<file path="config.mk">
export PLATFORM = sky130hd
export DESIGN_NAME = uart_ring_buffer_engine_core
export DESIGN_NICKNAME = d
export VERILOG_FILES = /design/src/sv/urbe_pkg.sv /design/src/sv/urbe_ram.sv /design/src/sv/uart_ring_buffer_engine_core.sv
export VERILOG_INCLUDE_DIRS = /design/src /design/src/sv
export SDC_FILE = /design/constraint.sdc
export NUM_CORES = 1
export LEC_CHECK = 0
export ABC_AREA = 1
export BUFFER_PORTS_ARGS = -buffer_cell sky130_fd_sc_hd__clkbuf_2
export CAP_MARGIN = 25
export CELL_PAD_IN_SITES_DETAIL_PLACEMENT = 2
export CELL_PAD_IN_SITES_GLOBAL_PLACEMENT = 2
export CORE_ASPECT_RATIO = 1.25
export CORE_UTILIZATION = 43
export CTS_CLUSTER_DIAMETER = 30
export CTS_CLUSTER_SIZE = 16
export DETAILED_ROUTE_END_ITERATION = 8
export PLACE_DENSITY_LB_ADDON = 0.05
export SETUP_SLACK_MARGIN = 0.5
export SLEW_MARGIN = 20
export SYNTH_ARGS = -nofsm -noshare
export SYNTH_HDL_FRONTEND = slang
export SYNTH_HIERARCHICAL = 1
export SYNTH_SLANG_ARGS = --single-unit
</file>
<file path="constraint.sdc">
create_clock -name clk -period 5.5 [get_ports clk]
set_input_delay 1.1 -clock clk [delete_from_list [all_inputs] [get_ports clk]]
set_output_delay 1.1 -clock clk [all_outputs]
set_load 0.02 [all_outputs]
</file>
<file path="src/sv/uart_ring_buffer_engine_core_macros.svh">
// Assertion helpers used by the engine core RTL.
`ifndef UART_RING_BUFFER_ENGINE_CORE_MACROS_SVH
`define UART_RING_BUFFER_ENGINE_CORE_MACROS_SVH

// same-cycle implication
`define URBE_ASSERT_NOW(name, ante, cons, msg) \
  name: assert property (@(posedge clk) disable iff (rst) (ante) |-> (cons)) \
    else $error(msg);

// next-cycle implication
`define URBE_ASSERT_NEXT(name, ante, cons, msg) \
  name: assert property (@(posedge clk) disable iff (rst) (ante) |=> (cons)) \
    else $error(msg);

`endif

</file>
<file path="src/sv/urbe_pkg.sv">
package urbe_pkg;

  typedef enum logic [2:0] {
    OP_WRITE = 3'd0,
    OP_DRAIN = 3'd1,
    OP_RECV  = 3'd2,
    OP_READ  = 3'd3,
    OP_PEEK  = 3'd4
  } op_t;

  typedef enum logic [1:0] {
    CFG_RX_LENGTH = 2'd0,
    CFG_TX_LENGTH = 2'd1
  } cfg_index_t;

  localparam int LEN_CAP = 64;
  localparam logic [6:0] LEN_MIN = 7'd2;
  localparam logic [6:0] LEN_RESET = 7'd64;

endpackage

</file>
<file path="src/sv/urbe_ram.sv">
module urbe_ram #(
  parameter int WIDTH = 8,
  parameter int DEPTH = 64
) (
  input  logic                     clk,
  input  logic                     we,
  input  logic [$clog2(DEPTH)-1:0] waddr,
  input  logic [WIDTH-1:0]         wdata,
  input  logic [$clog2(DEPTH)-1:0] raddr,
  output logic [WIDTH-1:0]         rdata
);

  logic [WIDTH-1:0] mem [DEPTH];

  always_ff @(posedge clk) begin
    if (we) begin
      mem[waddr] <= wdata;
    end
    rdata <= mem[raddr];
  end

endmodule

</file>
<file path="src/sv/uart_ring_buffer_engine_core.sv">
// Serial port ring buffer engine.
// Input channel (in_valid/in_stall) carries one event: write byte, data
// register empty, byte received, read or peek. A transfer happens when
// in_valid is high and in_stall is low.
// Output channel (out_valid/out_stall) returns exactly one result per event:
// the byte for the data register, the byte read, ring status and flags.
// The transfer is registered into exec and the result from exec into the
// output register; no event is taken while one executes. The tail entry
// is read from the ring RAM in the transfer cycle (registered read) and
// the read-modify-write of pointers and ring happens in the following cycle.
// A finished result waits in the output register while out_stall is high;
// one further event may be taken meanwhile only after the register drains,
// so in_stall is high while executing or while a stalled result is held.
// Config channel (cfg_valid/cfg_ready, always ready) writes rx_length
// (index 0) or tx_length (index 1); a write empties that ring. Write only
// while idle. Reset empties both rings, clears the interrupt enable and
// sets both lengths to 64. Ring RAM contents are not cleared.
module uart_ring_buffer_engine_core
  import urbe_pkg::*;
#(
  parameter int RX_DEPTH = 64,
  parameter int TX_DEPTH = 64
) (
  input  logic       clk,
  input  logic       rst,
  input  logic       in_valid,
  output logic       in_stall,
  input  logic [2:0] operation,
  input  logic [7:0] data_byte,
  input  logic       register_free,
  output logic       out_valid,
  input  logic       out_stall,
  output logic       line_valid,
  output logic [7:0] line_byte,
  output logic       read_valid,
  output logic [7:0] read_byte,
  output logic [5:0] rx_count,
  output logic [5:0] tx_free,
  output logic       tx_irq_on,
  output logic       write_refused,
  output logic       rx_dropped,
  input  logic       cfg_valid,
  output logic       cfg_ready,
  input  logic [1:0] cfg_index,
  input  logic [6:0] cfg_data
);

  localparam int RxTop = (RX_DEPTH < LEN_CAP) ? RX_DEPTH : LEN_CAP;
  localparam int TxTop = (TX_DEPTH < LEN_CAP) ? TX_DEPTH : LEN_CAP;
  localparam int RxPw = $clog2(RxTop);
  localparam int TxPw = $clog2(TxTop);
  localparam int RxAw = $clog2(RX_DEPTH);
  localparam int TxAw = $clog2(TX_DEPTH);

  function automatic logic [6:0] eff_len(input logic [6:0] r, input logic [6:0] top);
    logic [6:0] v;
    v = r;
    if (r < LEN_MIN) v = LEN_MIN;
    else if (r > top) v = top;
    return v;
  endfunction

  function automatic logic [6:0] wrap_inc(input logic [6:0] p, input logic [6:0] len);
    logic [6:0] n;
    n = p + 7'd1;
    return (n >= len) ? 7'd0 : n;
  endfunction

  logic [6:0] rx_length, tx_length;
  logic [RxPw-1:0] rx_head, rx_tail, rx_head_next, rx_tail_next;
  logic [TxPw-1:0] tx_head, tx_tail, tx_head_next, tx_tail_next;
  logic tx_irq_enable, tx_irq_enable_next;
  logic exec;
  op_t op_q;
  logic [7:0] byte_q;
  logic free_q;

  logic accept, cfg_we;
  logic [7:0] rx_rdata, tx_rdata;
  logic rx_we, tx_we;
  logic [6:0] rl, tl, nxt;
  logic lv, rv, refused, dropped;
  logic [7:0] lb, rb;
  logic [6:0] rxh7, rxt7, txh7, txt7, rxc, txf;

  assign accept = in_valid && !in_stall;
  assign in_stall = exec || (out_valid && out_stall);
  assign cfg_ready = 1'b1;
  assign cfg_we = cfg_valid && cfg_ready;
  assign rl = eff_len(rx_length, 7'(RxTop));
  assign tl = eff_len(tx_length, 7'(TxTop));

  urbe_ram #(.WIDTH(8), .DEPTH(RX_DEPTH)) u_rx_ram (
    .clk  (clk),
    .we   (rx_we),
    .waddr(RxAw'(rx_head)),
    .wdata(byte_q),
    .raddr(RxAw'(rx_tail)),
    .rdata(rx_rdata)
  );

  urbe_ram #(.WIDTH(8), .DEPTH(TX_DEPTH)) u_tx_ram (
    .clk  (clk),
    .we   (tx_we),
    .waddr(TxAw'(tx_head)),
    .wdata(byte_q),
    .raddr(TxAw'(tx_tail)),
    .rdata(tx_rdata)
  );

  always_comb begin
    rx_head_next = rx_head;
    rx_tail_next = rx_tail;
    tx_head_next = tx_head;
    tx_tail_next = tx_tail;
    tx_irq_enable_next = tx_irq_enable;
    rx_we = 1'b0;
    tx_we = 1'b0;
    lv = 1'b0;
    lb = 8'd0;
    rv = 1'b0;
    rb = 8'd0;
    refused = 1'b0;
    dropped = 1'b0;
    nxt = 7'd0;
    if (exec) begin
      case (op_q)
        OP_WRITE: begin
          if (tx_head == tx_tail && free_q) begin
            lv = 1'b1;
            lb = byte_q;
          end else begin
            nxt = wrap_inc(7'(tx_head), tl);
            if (nxt == 7'(tx_tail)) begin
              refused = 1'b1;
            end else begin
              tx_we = 1'b1;
              tx_head_next = TxPw'(nxt);
              tx_irq_enable_next = 1'b1;
            end
          end
        end
        OP_DRAIN: begin
          if (tx_head != tx_tail) begin
            lv = 1'b1;
            lb = tx_rdata;
            tx_tail_next = TxPw'(wrap_inc(7'(tx_tail), tl));
          end
          if (tx_head == tx_tail_next) tx_irq_enable_next = 1'b0;
        end
        OP_RECV: begin
          nxt = wrap_inc(7'(rx_head), rl);
          if (nxt == 7'(rx_tail)) begin
            dropped = 1'b1;
          end else begin
            rx_we = 1'b1;
            rx_head_next = RxPw'(nxt);
          end
        end
        OP_READ, OP_PEEK: begin
          if (rx_head != rx_tail) begin
            rv = 1'b1;
            rb = rx_rdata;
            if (op_q == OP_READ) rx_tail_next = RxPw'(wrap_inc(7'(rx_tail), rl));
          end
        end
        default: begin
        end
      endcase
    end
    rxh7 = 7'(rx_head_next);
    rxt7 = 7'(rx_tail_next);
    txh7 = 7'(tx_head_next);
    txt7 = 7'(tx_tail_next);
    rxc = (rxh7 >= rxt7) ? (rxh7 - rxt7) : (rl + rxh7 - rxt7);
    txf = (txh7 >= txt7) ? (tl - 7'd1 - txh7 + txt7) : (txt7 - txh7 - 7'd1);
  end

  always_ff @(posedge clk) begin
    if (rst) begin
      exec <= 1'b0;
      out_valid <= 1'b0;
      rx_head <= '0;
      rx_tail <= '0;
      tx_head <= '0;
      tx_tail <= '0;
      tx_irq_enable <= 1'b0;
      rx_length <= LEN_RESET;
      tx_length <= LEN_RESET;
    end else begin
      exec <= accept;
      if (accept) begin
        op_q <= op_t'(operation);
        byte_q <= data_byte;
        free_q <= register_free;
      end
      if (out_valid && !out_stall) out_valid <= 1'b0;
      if (exec) begin
        out_valid <= 1'b1;
        line_valid <= lv;
        line_byte <= lb;
        read_valid <= rv;
        read_byte <= rb;
        rx_count <= rxc[5:0];
        tx_free <= txf[5:0];
        tx_irq_on <= tx_irq_enable_next;
        write_refused <= refused;
        rx_dropped <= dropped;
        rx_head <= rx_head_next;
        rx_tail <= rx_tail_next;
        tx_head <= tx_head_next;
        tx_tail <= tx_tail_next;
        tx_irq_enable <= tx_irq_enable_next;
      end
      if (cfg_we) begin
        case (cfg_index)
          CFG_RX_LENGTH: begin
            rx_length <= cfg_data;
            rx_head <= '0;
            rx_tail <= '0;
          end
          CFG_TX_LENGTH: begin
            tx_length <= cfg_data;
            tx_head <= '0;
            tx_tail <= '0;
            tx_irq_enable <= 1'b0;
          end
          default: begin
          end
        endcase
      end
    end
  end

`include "uart_ring_buffer_engine_core_macros.svh"

  `URBE_ASSERT_NEXT(a_accept_exec, accept, exec, "transfer not followed by execute")
  `URBE_ASSERT_NOW(a_out_free, exec, !out_valid, "result register busy at execute")
  `URBE_ASSERT_NOW(a_irq_nonempty, tx_irq_enable, tx_head != tx_tail, "irq on with empty ring")
  `URBE_ASSERT_NOW(a_rx_ptr_range, 1'b1, (7'(rx_head) < rl) && (7'(rx_tail) < rl),
                   "rx pointer beyond length")
  `URBE_ASSERT_NEXT(a_ptr_hold, !exec && !cfg_we,
                    $stable(rx_head) && $stable(tx_head) && $stable(tx_tail),
                    "pointer moved while idle")

endmodule
</file>
==> qor.csv <==
metric;value;unit
status;finished clean;
crit start category;flop;
# setup viols final;0;
Final Skew;0.0346;ns
global routing usage on met2;56.6;%
CTS sink cnt;1126;
CP max-delay cell;fa_1;
post-route design area;58900;um^2
Yosys top cell area share;65.5;%
most frequent cells in the layout;nand2_1 (1496), edfxtp_1 (1069), nand3_1 (934);
sequential area share after synthesis;67.8;%
pwr/cell area;405;nW/um^2
gr ovfl total;0;
GR Util met1;34.0;%
# nets final;4789;
Starting Density;43.3;%
Data arrival, critical path;5.51;ns
asr flop ratio synth;0;%
pins over their slew limit;0;
Port Buf Inserts;60;
Sw Share;21.7;%
clock latency on the worst-skew pair;0.84;ns
cell mode on critical path;nand2_1;
cell family with most CP delay;simple AND/OR/NAND/NOR gates;
gr usage total;30.4;%
Final Hold Viols;0;
Seq pwr share;39.4;%
synth unique cells;47;
combinational fraction of design power;2.5;%
worst hold path class;in -> reg;
pre-CTS WS;0.126;ns
CTS tree;yes;
cell count after synthesis;4464;
# diodes;0;
Worst VDD drop;340;uV
clock root cell;clkbuf_16;
syn_area_per_cell;11.0;um^2
Warnings, synthesis;6;
die height;379;um
RSZ-0062 raised after global routing;true;
min Tclk post-route;4.95;ns
Fill cells;11000;
most common flop cell mapped by yosys;edfxtp_1;
final worst slack;0.551;ns
largest net degree at the start of global routing;170;
top cell type by total area after synthesis;edfxtp_1;
Final period util;90.0;%
Pre-antenna DRT Iters;5;
CP endpoint kind;flop;
cts hold-fix bufs;0;
clock-pin slew on the worst setup and hold paths;0.05;ns
Placed Area;50900;um^2
part of the power in the clock network;58.1;%
final setup TNS;0;ns
synthesized area;49000;um^2
die width;304;um
post-route insts no fill;6345;
HPWL Detailed;97400;um
routed vias/inst;5.69;
CORE AREA;113000;um^2
first-pass GRT wire length;260000;um
slowest stage delay, CP;0.60;ns
initial DRC count;2418;
Hold Slack;0.460;ns
Bufs on Longest Clock Path;3;
CP required;6.06;ns
Routed WL per cell;27.7;um
H-tree depth;4;
final WL;176000;um
leak pwr;22.5;nW
commonest non-fill, non-tap cell in the layout;nand2_1;
Fmax;0.202;GHz
Psw;5.17;mW
P_int;18.7;mW
drc violations;0;
total CTS buffers;213;
Max-cap violations;0;
Placed Instances;5922;
Rows;138;
CP Class;reg -> reg;
GPL Wtd Cong;0.815;
worst path buffer plus inverter count;6;
Slew headroom;28.2;%
initial antenna violation count;1;
Syn-to-layout area delta;20.2;%
Synth Net Count;4560;
die area;115000;um^2
vias in the first global route;40500;
GR Layer Usage met3;4.24;%
largest cells by area after synthesis;edfxtp_1 (66%), nand2_1 (11%), nand3_1 (9.6%);
post-route ant nets;0;
Worst Tran Pin Value;1.08;ns
Post-synth EDFFs;1069;
GRT Max-Usage Layer;met2;
share of cells above drive strength 1;14.1;%
Ports;62;
Yosys reg bits;1126;
DR vias;36100;
Max FO, Critical Path;5;
==> state kept, by name, indices dropped and copies added (netlist names), 3 cells and up <==
name and flops:
u_rx_ram/rdata 8, rx_length 7, u_tx_ram/mem 512, rx_head 6
rx_count 6, rx_tail 6, read_byte 8, u_tx_ram/rdata 8
u_rx_ram/mem 512, line_byte 8, op_q 3, byte_q 8
tx_length 7, tx_tail 6, tx_head 6, tx_free 6
==> power groups by stage <==
| stage | clock network (mW) | logic, mW | registers (mW) |
|---|---|---|---|
| 4_1_cts | 14.1 | 0.567 | 9.42 |
| 6_report | 13.9 | 0.593 | 9.41 |
| 5_1_grt | 14.4 | 0.643 | 9.41 |
| 3_3_place_gp | 0 | 0.520 | 9.58 |
| 3_5_place_dp | 0 | 0.549 | 9.58 |
| 2_1_floorplan | 0 | 0.278 | 9.63 |
==> Yosys cell counts, types with 3 or more instances <==
library cell,instances
nor4_1,18
nand3_1,936
buf_2,76
o21ai_0,46
dfxtp_1,57
inv_1,165
ha_1,57
nand4_1,30
a21oi_1,26
o21a_1,4
edfxtp_1,1069
fa_1,13
nand3_2,3
buf_8,4
clkbuf_1,35
xor2_1,21
inv_2,5
buf_6,72
nor2_1,216
nand2_1,1500
nor3_1,5
buf_1,20
o21ai_1,3
nor2_2,11
buf_4,29
xnor2_1,4
o22ai_1,3
nand2_2,6
nand3b_1,5
==> worst paths after layout <==
| kind | startpoint | to | slack (ns) | depth (start not counted) |
|---|---|---|---|---|
| max | rx_head[1]$_SDFF_PP0_ | rx_count[5]$_DFFE_PP_ | 0.55 | 31 |
| min | data_byte[3] | byte_q[3]$_DFFE_PP_ | 0.46 | 1 |
| max reg2reg | rx_head[1]$_SDFF_PP0_ | rx_count[5]$_DFFE_PP_ | 0.55 | 31 |
| min reg2reg | tx_length[5]$_SDFFE_PP0P_ | tx_length[5]$_SDFFE_PP0P_ | 0.52 | 2 |
==> cells by family after synthesis <==
logic type                 share of synthesized area, %
muxes                                            0.0230
buffers and inverters                              4.78
adders and majority gates                          1.99
other                                           0.00765
and+or+nand+nor                                    23.9
xor gates and xnor gates                          0.447
DFF                                                67.8
AOI/OAI and AO/OA                                  1.02
==> area by class of cell <==
cell class                 instances  area [um^2]  area share (%)
clock buffer                     250         5590            9.49
clock inverter                   147         1960            3.33
inverter                         173          676            1.15
multi-input combinational       2928        13600            23.1
sequential                      1126        33300            56.5
tap                             1470         1840            3.12
timing repair buffer             251         1950            3.31
==> what timing repair did <==
action                                  in CTS  in global routing
endpoints found under the hold margin        0                  0
setup buffers                                2                 19
resized for setup                           13                 42
pin swaps                                    0                 17
endpoints found under the setup margin       6                 12
==> through the flow <==
stage / util, % / total power [mW]
final: 52.1 / 23.9
after global routing: 52.1 / 24.4
after CTS: 51.7 / 24.0
after detailed placement: 45.0 / 10.1
after global placement: 44.9 / 10.1
after floorplan: - / 9.91
==> per-layer routing <==
metal  up-vias  wire length, um
met2       855            94600
met1     18900            67200
met5         -                0
met4         0             7750
li1      16000                -
met3       375             6210
No activity file was read; power rests on OpenSTA's default activity.
